==> src/hw/rtl/icf_pkg.sv <==
// icf_pkg: shared types and constants for the instruction cache fill core
// used by icf_ctrl, icf_dp and direct_mapped_icache_fill_core; no dependencies

package icf_pkg;

  localparam int ADDR_W          = 32;
  localparam int DATA_W          = 32;
  localparam int SET_BITS        = 9;
  localparam int LINE_LOG2       = 5;
  localparam int NUM_SETS        = 1 << SET_BITS;
  localparam int WORD_IDX_W      = SET_BITS + LINE_LOG2 - 2;
  localparam int NUM_WORDS       = 1 << WORD_IDX_W;
  localparam int WORDS_PER_LINE  = 1 << (LINE_LOG2 - 2);
  localparam int TAG_W           = ADDR_W - SET_BITS - LINE_LOG2;
  localparam int TAG_ENTRY_W     = TAG_W + 1;
  localparam int WL_W            = $clog2(WORDS_PER_LINE) + 1;
  localparam int LAT_W           = 4;
  localparam int WORD_BYTES      = 4;

  localparam logic [LAT_W-1:0] MEM_LATENCY_RST = LAT_W'(6);

  typedef struct packed {
    logic [ADDR_W-1:0] address;
    logic [DATA_W-1:0] mem_word;
  } in_t;

  typedef struct packed {
    logic              ready_res;
    logic [DATA_W-1:0] read_data;
    logic              read_valid;
    logic [ADDR_W-1:0] fill_addr;
  } out_t;

  typedef enum logic [1:0] {
    ST_CLEAR,
    ST_IDLE,
    ST_EXEC
  } state_t;

  typedef enum logic [1:0] {
    M_READY,
    M_WANT,
    M_FILL,
    M_UPDATE
  } mode_t;

  typedef struct packed {
    logic capture;
    logic rd_miss;
    logic clr_write;
    logic miss_load;
    logic wait_load;
    logic wait_dec;
    logic fill_write;
    logic tag_write;
    logic res_load;
    logic rvalid;
    logic ready_res;
  } cmd_t;

  typedef struct packed {
    logic hit;
    logic wait_zero;
    logic left_zero;
    logic left_one;
    logic clear_done;
  } stat_t;

endpackage

==> src/hw/rtl/icf_ctrl.sv <==
// icf_ctrl: sequencer for the cache fill core, tracks the cache mode and the step phase
// depends on icf_pkg

module icf_ctrl (
  input  logic           clk,
  input  logic           rst,
  input  logic           start,
  output logic           busy,
  output logic           done,
  input  icf_pkg::stat_t stat,
  output icf_pkg::cmd_t  cmd
);

  icf_pkg::state_t state;
  icf_pkg::state_t state_next;
  icf_pkg::mode_t  mode;
  icf_pkg::mode_t  mode_next;
  logic            done_next;

  always_ff @(posedge clk) begin
    if (rst) begin
      state <= icf_pkg::ST_CLEAR;
      mode  <= icf_pkg::M_READY;
      done  <= 1'b0;
    end else begin
      state <= state_next;
      mode  <= mode_next;
      done  <= done_next;
    end
  end

  always_comb begin
    state_next = state;
    mode_next  = mode;
    done_next  = 1'b0;
    cmd        = '0;
    case (state)
      icf_pkg::ST_CLEAR: begin
        // wipe the tag store one set per cycle
        cmd.clr_write = 1'b1;
        if (stat.clear_done) begin
          state_next = icf_pkg::ST_IDLE;
        end
      end
      icf_pkg::ST_IDLE: begin
        if (start) begin
          cmd.capture = 1'b1;
          cmd.rd_miss = (mode == icf_pkg::M_UPDATE);
          state_next  = icf_pkg::ST_EXEC;
        end
      end
      icf_pkg::ST_EXEC: begin
        state_next   = icf_pkg::ST_IDLE;
        done_next    = 1'b1;
        cmd.res_load = 1'b1;
        case (mode)
          icf_pkg::M_READY: begin
            if (stat.hit) begin
              cmd.rvalid = 1'b1;
            end else begin
              cmd.miss_load = 1'b1;
              mode_next     = icf_pkg::M_WANT;
            end
          end
          icf_pkg::M_WANT: begin
            cmd.wait_load = 1'b1;
            mode_next     = icf_pkg::M_FILL;
          end
          icf_pkg::M_FILL: begin
            if (stat.wait_zero) begin
              if (!stat.left_zero) begin
                cmd.fill_write = 1'b1;
                if (stat.left_one) begin
                  mode_next = icf_pkg::M_UPDATE;
                end
              end
            end else begin
              cmd.wait_dec = 1'b1;
            end
          end
          icf_pkg::M_UPDATE: begin
            cmd.tag_write = 1'b1;
            cmd.rvalid    = 1'b1;
            mode_next     = icf_pkg::M_READY;
          end
          default: begin
            mode_next = icf_pkg::M_READY;
          end
        endcase
      end
      default: begin
        state_next = icf_pkg::ST_IDLE;
      end
    endcase
    cmd.ready_res = (mode_next == icf_pkg::M_READY);
  end

  assign busy = (state != icf_pkg::ST_IDLE);

`ifndef SYNTH
  a_done_single: assert property (@(posedge clk) disable iff (rst) done |=> !done)
    else $error("result strobe held for two cycles");
  a_accept_exec: assert property (@(posedge clk) disable iff (rst)
    (start && !busy) |=> (state == icf_pkg::ST_EXEC))
    else $error("accepted word did not enter execute");
  a_exec_done: assert property (@(posedge clk) disable iff (rst)
    (state == icf_pkg::ST_EXEC) |=> done)
    else $error("execute cycle gave no result");
  a_clear_quiet: assert property (@(posedge clk) disable iff (rst)
    (state == icf_pkg::ST_CLEAR) |-> (!cmd.capture && !cmd.fill_write && !cmd.tag_write))
    else $error("activity during tag clearing");
`endif

endmodule

==> config.mk <==
export PLATFORM = sky130hd
export DESIGN_NAME = icf_ctrl
export DESIGN_NICKNAME = d
export VERILOG_FILES = /design/src/hw/rtl/icf_pkg.sv /design/src/hw/rtl/icf_ctrl.sv
export SDC_FILE = /design/constraint.sdc
export NUM_CORES = 1
export LEC_CHECK = 0
export BUFFER_PORTS_ARGS = -buffer_cell sky130_fd_sc_hd__buf_2
export CORE_AREA = 2 2 39 41
export CTS_CLUSTER_DIAMETER = 80
export DETAILED_ROUTE_END_ITERATION = 16
export DIE_AREA = 0 0 41 43
export PLACE_DENSITY_LB_ADDON = 0.2
export SETUP_SLACK_MARGIN = 0.3
export SYNTH_ARGS = -nofsm -noshare
export SYNTH_HDL_FRONTEND = slang
export SYNTH_SLANG_ARGS = --single-unit
==> constraint.sdc <==
create_clock -name clk -period 4.5 [get_ports clk]
set_input_delay 0.675 -clock clk [delete_from_list [all_inputs] [get_ports clk]]
set_output_delay 0.675 -clock clk [all_outputs]
set_load 0.01 [all_outputs]
==> out/results.tsv, run 1 <==
stage	metric	value	unit
run_status	status	complete, no violations	
routing	WL/cell	10.1	um
timing	Least-Margin Pin Slew	352	ps
timing	Setup Total Neg Slack	0	ps
clocking	clk buf depth	2	
synth	synth unique cells	22	
grt	first-pass GRT wire length	1.30	mm
cells_and_area	area taken by multi-input logic gates	249	um^2
synth	cell accounting for the most synthesized area	dfxtp_1	
timing	clock skew	6.64	ps
cells_and_area	final cell count without fillers	83	
clocking	H-tree depth	1	
worst_setup_path	required time worst endpoint	3830	ps
synth	Post-Syn Instances	44	
routing	Via Count	373	
clocking	root buf cell	clkbuf_4	
synth	Yosys reg bits	5	
synth	EDFF count, synth	0	
worst_setup_path	max incr delay on CP	410	ps
worst_setup_path	CP Cell Sequence	inv_1 > ha_1 > nor4b_1 > a21oi_1 > a211oi_2 > buf_2	
worst_hold_path	Hold Crit Start	state[1]	
cells_and_area	ANT cells	0	
timing	final setup vio count	0	
synth	post-synth top area share	26.9	%
job	max_cap viols	0	
cells_and_area	final-stage net count	81	
timing	crit path time final	2450	ps
floorplan	row cnt	14	
timing	pins over their slew limit	0	
clocking	# hold bufs at CTS	0	
timing	fmax	408	MHz
placed_design	placer's final routability congestion estimate	0.755	
synth	top cells by area, synth	dfxtp_1, ha_1, nor3b_1, a21oi_1, and2_2	
grt	vias in the first global route	353	
worst_setup_path	critical path class	flip-flop to primary output	
floorplan	I/O pins	21	
grt	grt ovf	0	
grt	largest net degree at the start of global routing	8	
routing	antenna viol nets, final	0	
floorplan	die height	43	um
synth	Primary FF master, synth	dfxtp_1	
timing	number of failing hold endpoints at the final stage	0	
timing	max_slew headroom	76.5	%
timing	RSZ-0062 raised after global routing	false	
placed_design	placed cell count	79	
worst_setup_path	Worst path slowest cell	dfxtp_1	
timing	Fin Hold WS	549	ps
clocking	Reg clk slew, reported paths	50	ps
worst_setup_path	Critical Path Fanout Max	5	
placed_design	Detail Placement HPWL	673	um
grt	all-layer global routing usage	10.8	%
synth	Ys Warns	0	
placed_design	port bufs	20	
pwr	maximum vdd drop	0.0999	mV
synth	Synth Cell Area	372	um^2
pwr	static leakage	0.281	nW
grt	initial antenna violation count	0	
timing	setup ws final	2050	ps
clocking	CTS tree	yes	
worst_setup_path	CP Data Arrival Time	1770	ps
synth	asr flop ratio synth	0	%
clocking	number of clock sinks	5	
timing	final period utilization	54.4	%
worst_setup_path	endpoint class of the critical path	primary output	
clocking	cts repair resizes	0	
routing	Via density	4.49	
synth	top cells by count, synth	dfxtp_1, ha_1, a21oi_1, nand2_1, nor2_1	
floorplan	die area	1760	um^2
pwr	Power Density	234	nW/um^2
cells_and_area	filler cell count	158	
floorplan	Initial Util	26.9	%
worst_setup_path	Crit. Startpoint	mode[0]	
cells_and_area	area delta synth->final	37.4	%
routing	DR DRC count	0	
synth	mean post-synth cell area	8.45	um^2
cells_and_area	register area	100	um^2
floorplan	Core Region	1380	um^2
synth	post-synth net total	57	
synth	sequential area share after synthesis	26.9	%
clocking	latest clock arrival within the worst-skew pair	250	ps
worst_setup_path	R2R Setup Slk	3040	ps
worst_hold_path	Hold Crit Class	flip-flop to flip-flop	
worst_setup_path	Worst Setup Start Kind	flip-flop	
routing	Pre-Repair DR Iteration Count	4	
routing	routed wire length	842	um
clocking	postcts setup bufs	0	
worst_setup_path	reg2reg start	mode[0]	
cells_and_area	layout cells sized above 1	43.3	%
floorplan	Die X	41	um
clocking	cts bufs inserted	3	
routing	DR iter-0 viols	3	
placed_design	Place WS	2340	ps
## final timing paths
kind         endpoint  cells after the start
min              done                      2
min reg2reg      done                      2
max reg2reg   mode[0]                      5
max            cmd[0]                      6
## worst max-delay path, delay by kind of cell (launching register included)
kind	cells	cell delay (ps)
fa+ha+maj	1	250
buf+inv	2	260
simple gates	1	290
compound gates	2	310
flops	1	410
## layout make-up
class | instances | share of cell area, %
multi-input combinational | 34 | 48.8
sequential | 5 | 19.6
timing repair buffer | 20 | 19.6
clock buffer | 4 | 5.15
tap | 16 | 3.92
inverter | 4 | 2.94
## kinds of logic after synthesis
| kind of cell | synth area share (%) |
|---|---|
| fa+ha+maj | 16.8 |
| simple gates | 35.4 |
| buf+inv | 6.06 |
| flops | 26.9 |
| compound gates | 14.8 |
## per-stage QoR
stage / power, mW / utilization [%] / instance area (um^2)
3_5_place_dp: 0.0669 / 35.0 / 484
3_3_place_gp: 0.0670 / 35.0 / 484
6_report: 0.120 / 36.9 / 510
2_1_floorplan: 0.0588 / - / 372
5_1_grt: 0.126 / 36.9 / 510
4_1_cts: 0.122 / 36.9 / 510
## power breakdown
part / switching [mW] / leakage [nW] / internal [mW]
registers: 0.00198 / 0.0407 / 0.0460
clock network: 0.0200 / 0.0150 / 0.0336
logic: 0.00877 / 0.226 / 0.00918
total: 0.0307 / 0.281 / 0.0888
## state kept, by name, indices dropped and copies added, names as in the netlist
name and count:
mode 2, done 1, state 2
## layout by cell type, fill, tap and decap left out, types with 2 or more instances in the layout
cell type / instances
clkbuf_4: 3
nor2_1: 4
buf_2: 20
dfxtp_1: 5
a21oi_1: 4
ha_1: 5
nor3b_1: 3
inv_1: 3
and2_2: 2
nand2_1: 4
## routing by layer
metal  up-vias  routed length [um]  track usage, %
met3         2                  51               0
met1       164                 373            12.0
met2        10                 407            17.2
met5         -                   0               0
li1        197                   -               -
met4         0                  10            10.0
No activity file was read; power rests on OpenSTA's default activity.
==> run 2: changes to the inputs <==
Clock period 4.5 ns to 2.4 ns, I/O delays scaled along.
==> out/results.tsv, run 2 (synthesis results as in run 1) <==
stage	metric	value	unit	change
grt	largest net degree at the start of global routing	8		unchanged
routing	Pre-Repair DR Iteration Count	4		unchanged
worst_setup_path	required time worst endpoint	2040	ps	-1790 ps
timing	final setup vio count	0		unchanged
timing	number of failing hold endpoints at the final stage	0		unchanged
timing	pins over their slew limit	0		unchanged
worst_setup_path	Worst Setup Start Kind	flip-flop		
job	max_cap viols	0		unchanged
floorplan	Die X	41	um	unchanged
timing	Setup Total Neg Slack	0	ps	unchanged
cells_and_area	final-stage net count	81		unchanged
clocking	# hold bufs at CTS	0		unchanged
grt	vias in the first global route	353		unchanged
worst_setup_path	CP Cell Sequence	inv_1 > ha_2 > nor4b_2 > a21oi_1 > a211oi_2 > buf_2		
timing	crit path time final	1970	ps	
pwr	Clk network pwr share	44.6	%	-0.2 points
grt	all-layer global routing usage	10.8	%	unchanged
timing	max_slew headroom	77.5	%	+0.98 points
cells_and_area	ANT cells	0		unchanged
worst_setup_path	R2R Setup Slk	1080	ps	-1960 ps
floorplan	die area	1760	um^2	unchanged
worst_setup_path	Crit path buffers/inverters	2		unchanged
worst_setup_path	critical path class	flip-flop to primary output		
cells_and_area	layout cells sized above 1	47.8	%	+4.5 points
cells_and_area	area delta synth->final	40.1	%	
timing	final period utilization	82.0	%	
worst_setup_path	CP Data Arrival Time	1610	ps	-160 ps
clocking	cts bufs inserted	3		unchanged
routing	antenna viol nets, final	0		unchanged
clocking	latest clock arrival within the worst-skew pair	250	ps	about the same
timing	Least-Margin Pin Slew	337	ps	-14.7 ps
routing	Via density	4.49		unchanged
worst_setup_path	largest delay contributor family on the critical path	flip-flops		
worst_setup_path	cell count of the worst reg-to-reg path	4		-1
routing	routed wire length	835	um	-0.83%
grt	grt ovf	0		unchanged
clocking	H-tree depth	1		unchanged
floorplan	row cnt	14		unchanged
pwr	switching portion of total power	25.7	%	-0.049 points
pwr	Power Density	431	nW/um^2	+84%
routing	Via Count	373		unchanged
timing	clock skew	6.25	ps	-0.391 ps
clocking	Reg clk slew, reported paths	50	ps	about the same
routing	WL/cell	10.1	um	-0.83%
grt	initial antenna violation count	0		unchanged
clocking	number of clock sinks	5		unchanged
worst_hold_path	Hold Crit Class	input port to flip-flop		
worst_setup_path	endpoint class of the critical path	primary output		
routing	DR DRC count	0		unchanged
placed_design	Detail Placement HPWL	673	um	unchanged
pwr	maximum vdd drop	0.188	mV	+88%
worst_setup_path	Critical Path Fanout Max	4		-1
timing	setup ws final	431	ps	-1620 ps
worst_hold_path	WHS Path Cells	2		unchanged
worst_setup_path	Worst R2R End	mode[1]		
run_status	status	complete, no violations		
routing	DR iter-0 viols	1		-2
pwr	Flop pwr share	40.2	%	about the same
worst_hold_path	Hold Crit Start	rst		
worst_hold_path	worst hold endpoint	state[1]		
pwr	Comb power frac	15.1	%	about the same
grt	first-pass GRT wire length	1.30	mm	unchanged
cells_and_area	biggest regs	mode x2, state x2, done x1		
clocking	CTS tree	yes		
worst_setup_path	Worst path slowest cell	dfxtp_1		
pwr	Sw Pwr	0.0575	mW	+87%
placed_design	port bufs	20		unchanged
timing	RSZ-0062 raised after global routing	false		
worst_setup_path	Crit. path cell count	6		unchanged
pwr	P_int	0.167	mW	+88%
cells_and_area	most common cell after layout, fill and taps aside	buf_2		
clocking	clk buf depth	2		unchanged
floorplan	Core Region	1380	um^2	unchanged
placed_design	Place WS	551	ps	-1790 ps
timing	fmax	508	MHz	
worst_setup_path	reg2reg start	mode[1]		
floorplan	I/O pins	21		unchanged
worst_setup_path	max incr delay on CP	360	ps	-50 ps
floorplan	die height	43	um	unchanged
floorplan	Initial Util	26.9	%	unchanged
pwr	static leakage	0.281	nW	about the same
clocking	root buf cell	clkbuf_4		
placed_design	placer's final routability congestion estimate	0.755		about the same
run 2: area by class of cell:
| class | count | area (um^2) |
|---|---|---|
| fillers | 159 | 863 |
| clock buffers | 4 | 26.3 |
| well taps | 16 | 20.0 |
| multi-input cells | 34 | 258 |
| inverters | 4 | 15.0 |
| flip-flops and latches | 5 | 101 |
| repair buffers | 20 | 100 |
run 2: power groups by stage:
stage | combinational, mW | sequential (mW) | clock (mW)
floorplan | 0.0192 | 0.0909 | 0
global placement | 0.0340 | 0.0916 | 0
detailed placement | 0.0340 | 0.0915 | 0
CTS | 0.0342 | 0.0901 | 0.104
global route | 0.0382 | 0.0907 | 0.108
finish | 0.0339 | 0.0903 | 0.100
run 2: worst max path at each step:
| stage | startpoint | to | slack [ps] |
|---|---|---|---|
| 2_1_floorplan | mode[0] | cmd[0] | 710 |
| 3_3_place_gp | mode[0] | cmd[0] | 570 |
| 3_5_place_dp | mode[0] | cmd[0] | 550 |
| 4_1_cts | mode[1] | cmd[0] | 330 |
| 5_1_grt | mode[1] | cmd[0] | 310 |
| 6_report | mode[1] | cmd[0] | 430 |
run 2: per-stage QoR:
step	power [mW]	area, um^2	hold WS [ps]	std cells	util (%)
final	0.224	520	327	83	37.6
after global routing	0.237	520	338	83	37.6
after CTS	0.228	512	328	83	37.0
after detailed placement	0.126	484	546	79	35.0
after global placement	0.126	484	547	79	35.0
after floorplan	0.110	372	429	44	-
run 2: routing by layer:
metal / GRT usage [%] / wire (um)
met1: 12.0 / 372
met2: 17.2 / 401
met4: 10.0 / 10
met5: 0 / 0
met3: 0 / 51
run 2: repair_timing:
| action | 4_1_cts | 5_1_grt |
|---|---|---|
| setup buffers | 0 | 0 |
| pin swaps | 0 | 0 |
| gates resized for setup | 1 | 2 |
| setup endpoints to repair | 1 | 1 |
| endpoints found under the hold margin | 0 | 0 |
==> run 3: changes to the inputs <==
Clock period 2.4 ns to 1.75 ns, I/O delays scaled along.
==> out/results.tsv, run 3 (synthesis results as in run 1) <==
stage	metric	value	unit	change
grt	vias in the first global route	349		-1.1%
floorplan	row cnt	14		unchanged
timing	clock skew	2.45	ps	-3.80 ps
grt	largest net degree at the start of global routing	7		-1
worst_setup_path	CP Cell Sequence	inv_6 > ha_4 > nor4b_4 > a21oi_2 > a211oi_2 > buf_2		
worst_setup_path	Worst Setup Start Kind	flip-flop		
worst_setup_path	reg2reg start	mode[0]		
grt	initial antenna violation count	0		unchanged
placed_design	port bufs	20		unchanged
routing	DR DRC count	0		unchanged
floorplan	Initial Util	26.9	%	unchanged
worst_hold_path	worst hold endpoint	state[1]		
timing	RSZ-0062 raised after global routing	true		
worst_setup_path	critical path class	flip-flop to primary output		
placed_design	placer's final routability congestion estimate	0.787		+4.2%
placed_design	Area after DPL	494	um^2	+2.1%
worst_hold_path	Hold Crit Start	rst		
worst_setup_path	endpoint class of the critical path	primary output		
timing	setup ws final	22.3	ps	-409 ps
timing	Setup Total Neg Slack	0	ps	unchanged
timing	final period utilization	98.7	%	
timing	Least-Margin Pin Slew	235	ps	-102 ps
worst_hold_path	WHS Path Cells	2		unchanged
cells_and_area	layout cells sized above 1	73.3	%	+26 points
floorplan	I/O pins	21		unchanged
worst_setup_path	Worst R2R End	mode[0]		
clocking	CTS tree	yes		
floorplan	die height	43	um	unchanged
routing	DR iter-0 viols	3		+2
pwr	Power Density	440	nW/um^2	+2.1%
timing	pins over their slew limit	0		unchanged
cells_and_area	filler cell count	142		-11%
grt	all-layer global routing usage	11.5	%	+0.77 points
grt	first-pass GRT wire length	1.36	mm	+4.2%
routing	Via Count	408		+9.4%
cells_and_area	ANT cells	0		unchanged
routing	WL/cell	10.8	um	+7.6%
timing	final setup vio count	0		unchanged
cells_and_area	area taken by multi-input logic gates	358	um^2	+39%
worst_setup_path	max incr delay on CP	370	ps	about the same
job	max_cap viols	0		unchanged
pwr	maximum vdd drop	0.379	mV	+100%
clocking	latest clock arrival within the worst-skew pair	240	ps	about the same
clocking	Reg clk slew, reported paths	40	ps	about the same
timing	fmax	579	MHz	
worst_setup_path	Critical Path Fanout Max	3		-1
grt	grt ovf	0		unchanged
timing	number of failing hold endpoints at the final stage	0		unchanged
floorplan	Core Region	1380	um^2	unchanged
cells_and_area	biggest regs	mode x2, state x2, done x1		
cells_and_area	final-stage net count	89		+9.9%
cells_and_area	register area	113	um^2	+11%
clocking	root buf cell	clkbuf_4		
clocking	cts bufs inserted	3		unchanged
cells_and_area	Finished Cell Area	726	um^2	+39%
worst_setup_path	Worst path slowest cell	dfxtp_4		
floorplan	Die X	41	um	unchanged
placed_design	Place WS	173	ps	-378 ps
cells_and_area	area delta synth->final	95.3	%	
routing	antenna viol nets, final	0		unchanged
timing	max_slew headroom	84.3	%	+6.8 points
pwr	static leakage	0.340	nW	+21%
worst_setup_path	required time worst endpoint	1490	ps	-550 ps
placed_design	Detail Placement HPWL	653	um	-3.0%
cells_and_area	most frequent cells in the layout	buf_2, buf_6, buf_4, nor2_1, ha_4		
worst_setup_path	largest delay contributor family on the critical path	flip-flops		
worst_hold_path	Hold Crit Class	input port to flip-flop		
cells_and_area	most common cell after layout, fill and taps aside	buf_2		
clocking	H-tree depth	1		unchanged
routing	routed wire length	985	um	+18%
worst_setup_path	R2R Setup Slk	560	ps	-520 ps
worst_setup_path	cell count of the worst reg-to-reg path	5		+1
routing	Via density	4.48		-0.23%
clocking	number of clock sinks	5		unchanged
pwr	Power Total	0.319	mW	+42%
worst_setup_path	CP Data Arrival Time	1470	ps	-140 ps
clocking	# hold bufs at CTS	0		unchanged
routing	Pre-Repair DR Iteration Count	4		unchanged
timing	crit path time final	1730	ps	
floorplan	die area	1760	um^2	unchanged
clocking	clk buf depth	2		unchanged
worst_setup_path	Crit path buffers/inverters	2		unchanged
run_status	status	complete, no violations		
## run 3: cell count changes in the layout (fill, tap and decap cells not counted), sizes merged
cell	change
buf	+8
## run 3: layer usage
metal	global-route usage, %	vias to the layer above	share of wire [%]
li1	-	209	-
met4	6.00	0	0.91
met2	19.4	16	51
met3	3.14	2	6.8
met5	0	-	0
met1	12.2	181	41
## run 3: final cells by class
| type | count | share of cell area (%) |
|---|---|---|
| well taps | 16 | 2.76 |
| flip-flops and latches | 5 | 15.5 |
| repair buffers | 28 | 25.3 |
| clock buffers | 4 | 3.62 |
| multi-input cells | 34 | 49.3 |
| inverters | 4 | 3.45 |
## run 3: worst max-delay path by stage
| stage | startpoint | to | slack [ps] | depth (start not counted) |
|---|---|---|---|---|
| final | mode[0] | cmd[0] | 20 | 6 |
| after global routing | mode[0] | cmd[0] | -30 | 6 |
| after CTS | mode[0] | cmd[0] | 0.3 | 6 |
| after detailed placement | mode[0] | cmd[0] | 170 | 6 |
| after global placement | mode[0] | cmd[0] | 180 | 6 |
| after floorplan | mode[0] | cmd[0] | 320 | 5 |
## run 3: stage by stage
step | cells | util (%) | hold WS (ps)
global route | 91 | 52.4 | 248
CTS | 89 | 46.8 | 229
finish | 91 | 52.4 | 231
global placement | 79 | 35.7 | 484
detailed placement | 79 | 35.7 | 488
floorplan | 44 | - | 332
## run 3: what timing repair did
item / in CTS / in global routing
setup endpoints to repair: 8 / 6
pin swaps: 5 / 7
buffers inserted: 6 / 2
resized for setup: 21 / 14
## run 3: power by group
group          internal, mW  switching [mW]  total [mW]  leakage, nW
registers             0.116         0.00488       0.121       0.0433
logic                0.0365          0.0315      0.0680        0.282
clock network        0.0860          0.0445       0.131       0.0150
